[config.mk]
export PLATFORM = sky130hd
export DESIGN_NAME = lbtc_ctrl
export DESIGN_NICKNAME = d
export VERILOG_FILES = /design/src/sv/lbtc_pkg.sv /design/src/sv/lbtc_ctrl.sv
export SDC_FILE = /design/constraint.sdc
export NUM_CORES = 1
export LEC_CHECK = 0
export ABC_CLOCK_PERIOD_IN_PS = 1600
export BUFFER_PORTS_ARGS = -buffer_cell sky130_fd_sc_hd__buf_2
export CAP_MARGIN = 20
export CORE_MARGIN = 3
export CORE_UTILIZATION = 52
export DETAILED_ROUTE_END_ITERATION = 10
export PLACE_DENSITY = 0.77
export SYNTH_ARGS = -nofsm -noshare
export SYNTH_HDL_FRONTEND = slang
export SYNTH_SLANG_ARGS = --single-unit
export TNS_END_PERCENT = 1
[constraint.sdc]
create_clock -name aclk -period 1.6 [get_ports aclk]
set_input_delay 0.08 -clock aclk [delete_from_list [all_inputs] [get_ports aclk]]
set_output_delay 0.08 -clock aclk [all_outputs]
set_load 0.01 [all_outputs]
[src/sv/lbtc_pkg.sv]
// Shared types, constants and tables for the line brightness temperature cell block.
`timescale 1ns / 1ps
`default_nettype none
package lbtc_pkg;

    // Mean is the running sum shifted right by log2 of the cell count
    localparam int LOG2_CELL_COUNT = 21;

    localparam logic [16:0] LOG2E_Q16 = 17'd94548;
    localparam logic [9:0]  K1000     = 10'd1000;
    localparam logic [16:0] ONE_Q16   = 17'h10000;

    typedef enum logic [1:0] {
        CFG_AMPLITUDE  = 2'd0,
        CFG_ONE_PLUS_Z = 2'd1,
        CFG_RAD_TEMP   = 2'd2,
        CFG_USE_SPIN   = 2'd3
    } lbtc_cfg_idx_t;

    typedef struct packed {
        logic signed [31:0] density_contrast;
        logic [16:0]        neutral_frac;
        logic [31:0]        spin_temp;
        logic               last_cell;
    } lbtc_in_t;

    typedef struct packed {
        logic signed [31:0] brightness_temperature;
        logic [31:0]        optical_depth;
        logic signed [31:0] mean_brightness;
        logic               error_flag;
        logic               is_last;
    } lbtc_out_t;

    typedef enum logic [4:0] {
        S_IDLE, S_P1, S_BASE, S_NLO, S_NHI, S_DIVT, S_DIVT_W, S_TAU, S_Y, S_EXP,
        S_EXPF, S_M1, S_M2, S_DIVB, S_DIVB_W, S_BT_ON, S_BT_OFF, S_SUM, S_OUT
    } lbtc_state_t;

    typedef enum logic [4:0] {
        OP_NONE, OP_LOAD, OP_P1, OP_BASE, OP_NLO, OP_NHI, OP_DIVT, OP_TAU, OP_Y,
        OP_EXP, OP_EXPF, OP_M1, OP_M2, OP_DIVB, OP_BT_ON, OP_BT_OFF, OP_SUM, OP_OUT
    } lbtc_op_t;

    typedef struct packed {
        lbtc_op_t   op;
        logic [3:0] exp_idx;
    } lbtc_cmd_t;

    typedef struct packed {
        logic mode;
        logic base_neg;
        logic div_busy;
        logic out_free;
    } lbtc_stat_t;

    // 2^-(2^-(i+1)) in Q0.30
    function automatic logic [29:0] pow2_frac(input logic [3:0] idx);
        logic [29:0] v;
        case (idx)
            4'd0:    v = 30'd759250125;
            4'd1:    v = 30'd902905651;
            4'd2:    v = 30'd984625593;
            4'd3:    v = 30'd1028218693;
            4'd4:    v = 30'd1050733751;
            4'd5:    v = 30'd1062175491;
            4'd6:    v = 30'd1067942999;
            4'd7:    v = 30'd1070838486;
            4'd8:    v = 30'd1072289173;
            4'd9:    v = 30'd1073015253;
            4'd10:   v = 30'd1073378478;
            4'd11:   v = 30'd1073560135;
            4'd12:   v = 30'd1073650976;
            4'd13:   v = 30'd1073696399;
            4'd14:   v = 30'd1073719111;
            4'd15:   v = 30'd1073730467;
            default: v = 30'd759250125;
        endcase
        return v;
    endfunction

endpackage
`default_nettype wire

[src/sv/lbtc_ctrl.sv]
// Controller: sequences the datapath through one cell.
`timescale 1ns / 1ps
`default_nettype none
module lbtc_ctrl (
    input  wire logic               aclk,
    input  wire logic               aresetn,
    input  wire logic               s_valid,
    output logic                    s_ready,
    input  wire lbtc_pkg::lbtc_stat_t stat,
    output lbtc_pkg::lbtc_cmd_t     cmd
);
    import lbtc_pkg::*;

    lbtc_state_t state_reg, state_next;
    logic [3:0]  cnt_reg, cnt_next;

    always_comb begin
        state_next = state_reg;
        cnt_next   = cnt_reg;
        case (state_reg)
            S_IDLE:   if (s_valid) begin
                          state_next = S_P1;
                      end
            S_P1:     state_next = S_BASE;
            S_BASE:   state_next = stat.mode ? S_NLO : S_BT_OFF;
            S_NLO:    state_next = stat.base_neg ? S_Y : S_NHI;
            S_NHI:    state_next = S_DIVT;
            S_DIVT:   state_next = S_DIVT_W;
            S_DIVT_W: if (!stat.div_busy) begin
                          state_next = S_TAU;
                      end
            S_TAU:    state_next = S_Y;
            S_Y: begin
                state_next = S_EXP;
                cnt_next   = 4'd0;
            end
            S_EXP: begin
                cnt_next = cnt_reg + 4'd1;
                if (cnt_reg == 4'd15) begin
                    state_next = S_EXPF;
                end
            end
            S_EXPF:   state_next = S_M1;
            S_M1:     state_next = S_M2;
            S_M2:     state_next = S_DIVB;
            S_DIVB:   state_next = S_DIVB_W;
            S_DIVB_W: if (!stat.div_busy) begin
                          state_next = S_BT_ON;
                      end
            S_BT_ON:  state_next = S_SUM;
            S_BT_OFF: state_next = S_SUM;
            S_SUM:    state_next = S_OUT;
            S_OUT:    if (stat.out_free) begin
                          state_next = S_IDLE;
                      end
            default:  state_next = S_IDLE;
        endcase
    end

    always_comb begin
        cmd.exp_idx = cnt_reg;
        s_ready     = 1'b0;
        case (state_reg)
            S_IDLE: begin
                s_ready = 1'b1;
                cmd.op  = s_valid ? OP_LOAD : OP_NONE;
            end
            S_P1:     cmd.op = OP_P1;
            S_BASE:   cmd.op = OP_BASE;
            S_NLO:    cmd.op = OP_NLO;
            S_NHI:    cmd.op = OP_NHI;
            S_DIVT:   cmd.op = OP_DIVT;
            S_TAU:    cmd.op = OP_TAU;
            S_Y:      cmd.op = OP_Y;
            S_EXP:    cmd.op = OP_EXP;
            S_EXPF:   cmd.op = OP_EXPF;
            S_M1:     cmd.op = OP_M1;
            S_M2:     cmd.op = OP_M2;
            S_DIVB:   cmd.op = OP_DIVB;
            S_BT_ON:  cmd.op = OP_BT_ON;
            S_BT_OFF: cmd.op = OP_BT_OFF;
            S_SUM:    cmd.op = OP_SUM;
            S_OUT:    cmd.op = stat.out_free ? OP_OUT : OP_NONE;
            default:  cmd.op = OP_NONE;
        endcase
    end

    always_ff @(posedge aclk) begin
        if (!aresetn) begin
            state_reg <= S_IDLE;
            cnt_reg   <= 4'd0;
        end else begin
            state_reg <= state_next;
            cnt_reg   <= cnt_next;
        end
    end
endmodule
`default_nettype wire

---- After elaboration in Yosys (flattened, before gate mapping) ----
Cells that the tools add are included.
word-level totals
  output and inout port bits .............. 10
  bits in read-only memories .............. 0
  bits in writable memories ............... 0
  word-level logic and storage cells ...... 44
  memories ................................ 0
  bits in registers ....................... 9
  input bits .............................. 7
  bits in latches ......................... 0
cells by class
  div/mod/pow operators ................... 0
  bitwise gates (word level) .............. 0
  mux-type cells .......................... 13
  reduce and logical (&&, ||, !) cells .... 4
  eq/ne operators ......................... 24
  order comparisons ....................... 0
  shift operators ......................... 0
  multipliers ............................. 0
  add/sub/neg operators ................... 1
operator list
  kind                                            count
  one-hot mux 5 bit (18 select lines)             1
  one-hot mux 5 bit (17 select lines)             1
  == test 5 x 4 -> 1 bit (second input constant)  8
  two-way mux 5 bit                               7
  == test 5 x 3 -> 1 bit (second input constant)  4
  == test 5 bit (second input constant)           3
  == test 5 x 2 -> 1 bit (second input constant)  2
  inequality test 2 bit (second input constant)   5
  one-hot mux 4 bit (2 select lines)              1
  == test 5 x 1 -> 1 bit (second input constant)  1
  zero test 5 bit                                 1
  AND reduction 5 bit                             1
  adder 4 x 1 -> 4 bit (second input constant)    1
  == test 4 bit (second input constant)           1
  two-way mux 4 bit                               1
  two-way mux 1 bit                               2
  nonzero test 2 bit                              1
  OR reduction 2 bit                              1

---- Depth between registers and ports, before layout ----
  word-level depth ........................ 3
  mapped depth ............................ 6
  mapped depth without buffers ............ 4

---- Worst setup path before layout ----
Ideal clock, no wire load.
  path type ............................... register -> register
  start point ............................. register state_reg[4]
  end point ............................... register cnt_reg[3]
  data required time ...................... 1485 ps
  clock period less this slack ............ 1303 ps
  arrival time ............................ 1188 ps
  slack ................................... 297 ps
  stages on the path, launching flop included .. 5
  cells stage by stage .................... dfxtp_1 > or4b_4 > a21oi_2 > nor2b_1 > o21a_1
between the ends
  longest elaborated chain between the ends .. 2
  elaborated cells on any way between the ends .. 4
  those cells by class .................... eq/ne (2); mux (1); reduce/logical (1)
ends and longest elaborated chain
  element                                                                   RTL line         text
  start: declaration                                                        lbtc_ctrl.sv:14  lbtc_state_t state_reg, state_next;
  start signal: assignment                                                  lbtc_ctrl.sv:93  state_reg <= state_next;
  == test 5 x 4 -> 1 bit                                                    lbtc_ctrl.sv:20  case (state_reg)
  one-hot mux 4 bit (2 select lines) or nonzero test 2 bit (tied branches)  n/a
  end signal: assignment                                                    lbtc_ctrl.sv:94  cnt_reg <= cnt_next;
  end: declaration                                                          lbtc_ctrl.sv:15  logic [3:0] cnt_reg, cnt_next;
Parallel ways exist; a longest one is shown, timed or not.
A chain may end at the register's enable or synchronous reset.

==> flow_summary.ini <==
[floorplan]
die-height_um = 44.8
ioPinCount = 17
core_um2 = 1350
start_util_pct = 58.1
core.rowCount = 13
dieArea_um2 = 2010
die_w_um = 44.8

[placement]
dpl.cell_count = 139
gp_congestion = 0.851
dp_hpwl_mm = 1.50
io_buffers = 16

[logic_synthesis]
synth.most_common_cell = a21oi_1
yosys-mux-area-fraction_pct = 2.71
ys_warn_count = 0
synthesis.area_um2 = 785
synth_edf_count = 0
yosys.area_share.simple_pct = 33.3
synth_compound_area_share_pct = 30.9
syn_avg_cell_area_um2 = 7.54
synth_cells = 104
synth-adder-area-share_pct = 1.59
ys_seq_area_share_pct = 23.0
synth_fp_nets = 112
ys_ff_latch = 9
yosysTopAreaCell = dfxtp_1
ys_top_cells_by_count = 12 x a21oi_1, 11 x nor2_1, 10 x nand2_1, 9 x dfxtp_1, 7 x buf_2
ys_types = 42
synth_top_family_by_area = simple AND/OR/NAND/NOR gates
synth_area_leaders = dfxtp_1 23%, a21oi_1 7.7%, nor2_1 5.3%
synth_top_area_share_pct = 23.0
ys.flop_type = dfxtp_1
synth-xor-area-share_pct = 1.12
async_flop_share_pct = 0

[critical_path]
rr_endpoint = state_reg[1]
start_kind = flip-flop
reg2reg_from = state_reg[3]
cp.arrival_ps = 1530
worst_setup_path_end_kind = primary output
regToRegSetupSlack_ps = 110
critical_path_required_ps = 1520
crit_type = reg2out
critPathMaxFanout = 7
reg2reg_depth = 4

[route]
drt_wl_total_mm = 2.17
vias_per_cell = 6.15
dr.pass1.iters = 4
dr_total_vias = 917
drt_iter0_drc = 31
wl_per_cell_um = 14.6
ant_nets = 0
drc = 0

[sta]
rsz0062_at_grt = yes
period_minus_slack_ps = 1610
setup_viol = 1
finalHoldViolations = 0
fin_crit_sh_pct = 101
tightest_slew_ps = 289
fin_setup_tns_ps = -11.9
skew_ps = 0.479
drv_slew = 0
max_freq_mhz = 620
final.setup.worst_slack_ps = -11.9
slew_headroom_pct = 80.6

[global_routing]
grt_remaining_overflow = 0
grt_usage_pct = 21.0
grt_first_pass_wirelength_mm = 3.19
grt_max_degree = 11
grt_pass1_vias = 736
antenna_found_initial = 0

[worst_hold_path]
min_path_cells = 2
hold_path.class = in2reg
min-delay-start = aresetn
hold_end = cnt_reg[3]

[outcome]
status = complete, but fails checks
violations = negative setup slack

[layout]
instances_no_fill = 149
diodes = 0
drive_gt1_share_pct = 41.0
largest_register_ffs = 5
final_nets = 143
syn_to_final_growth_pct = 32.2

[clock_network]
cts.path.max_buffers = 2
htreeDepth = 1
root_buffer = clkbuf_4
clock_latency_ps = 260
cts_tree = done
clock-sinks = 9
clk_pin_slew_ps = 60
tritoncts.num_buffers = 3

[pwr]
powerDensity_nw_per_um2 = 1280
leakagePower_nw = 0.450
vdd_drop_max_mv = 0.912

[run]
max-cap-violations = 0
## power breakdown
part           total (mW)  switching [mW]  internal, mW
clock               0.172          0.0757        0.0959
combinational       0.828           0.419         0.409
sequential          0.326          0.0613         0.265
## area by class of cell
class                      count  area, µm²
multi-input combinational     83        558
fill                          97        313
timing repair buffer          34        223
sequential                     9        196
clock buffer                   4       26.3
tap                           15       18.8
inverter                       4       15.0
## critical path: stages, from the launching register on
cell      delay (ps)
dfxtp_4          360
buf_6            130
or3_4            360
a211oi_2         220
a21o_1           100
buf_2            120
## metrics by stage
stage	total power [mW]	hold slack (ps)	area, µm²	worst slack, ps	util, %
after floorplan	0.817	198	785	297	-
after global placement	1.05	372	931	127	69.0
after detailed placement	1.06	368	931	92.8	69.0
after CTS	1.25	88.8	968	-26.9	71.7
after global routing	1.42	91.3	1040	-91.9	76.8
final	1.33	105	1040	-11.9	76.8
## how the worst max path moves through the flow
stage	start	endpoint	cells past startpoint	slack, ps
finish	state_reg[2]	cmd[5]	5	-10
CTS	state_reg[2]	cmd[7]	5	-30
global placement	state_reg[3]	state_reg[1]	4	130
global route	state_reg[2]	cmd[5]	5	-90
floorplan	state_reg[4]	cnt_reg[3]	4	300
detailed placement	state_reg[4]	cmd[5]	5	90
## layout by cell type, fill, tap and decap left out, drive strengths merged, types with 2 or more instances in the layout
cell    synthesis  final
o31ai           2      2
nor2b           2      2
clkbuf          0      4
dfxtp           9      9
nand3           7      7
nor2           11     11
nand2          10     10
buf             8     34
a21o            2      2
a21oi          13     13
nor3            5      5
o21ai           3      3
inv             4      4
or3             2      2
a211oi          2      2
o22ai           3      3
and2b           3      3
## per-layer routing
layer	track usage (%)	share of wire, %	vias to the layer above
li1	-	-	443
met1	29.2	46	446
met2	32.4	49	28
met3	7.17	5.2	0
met4	2.34	0	0
met5	0	0	-
## timing repair
action	4_1_cts	5_1_grt
setup endpoints to repair	5	5
pin swaps	2	2
resized for setup	7	6
hold buffers	0	0
buffers inserted	0	6
## cell families (layout without fill, tap and decap cells)
family	after synthesis	count (layout)
DFF	9	9
and+or+nand+nor	46	46
xor gates and xnor gates	1	1
adders and majority gates	1	1
buffers and inverters	12	42
AOI/OAI and AO/OA	33	33
muxes	2	2
Power figures use the tool's default switching activity.
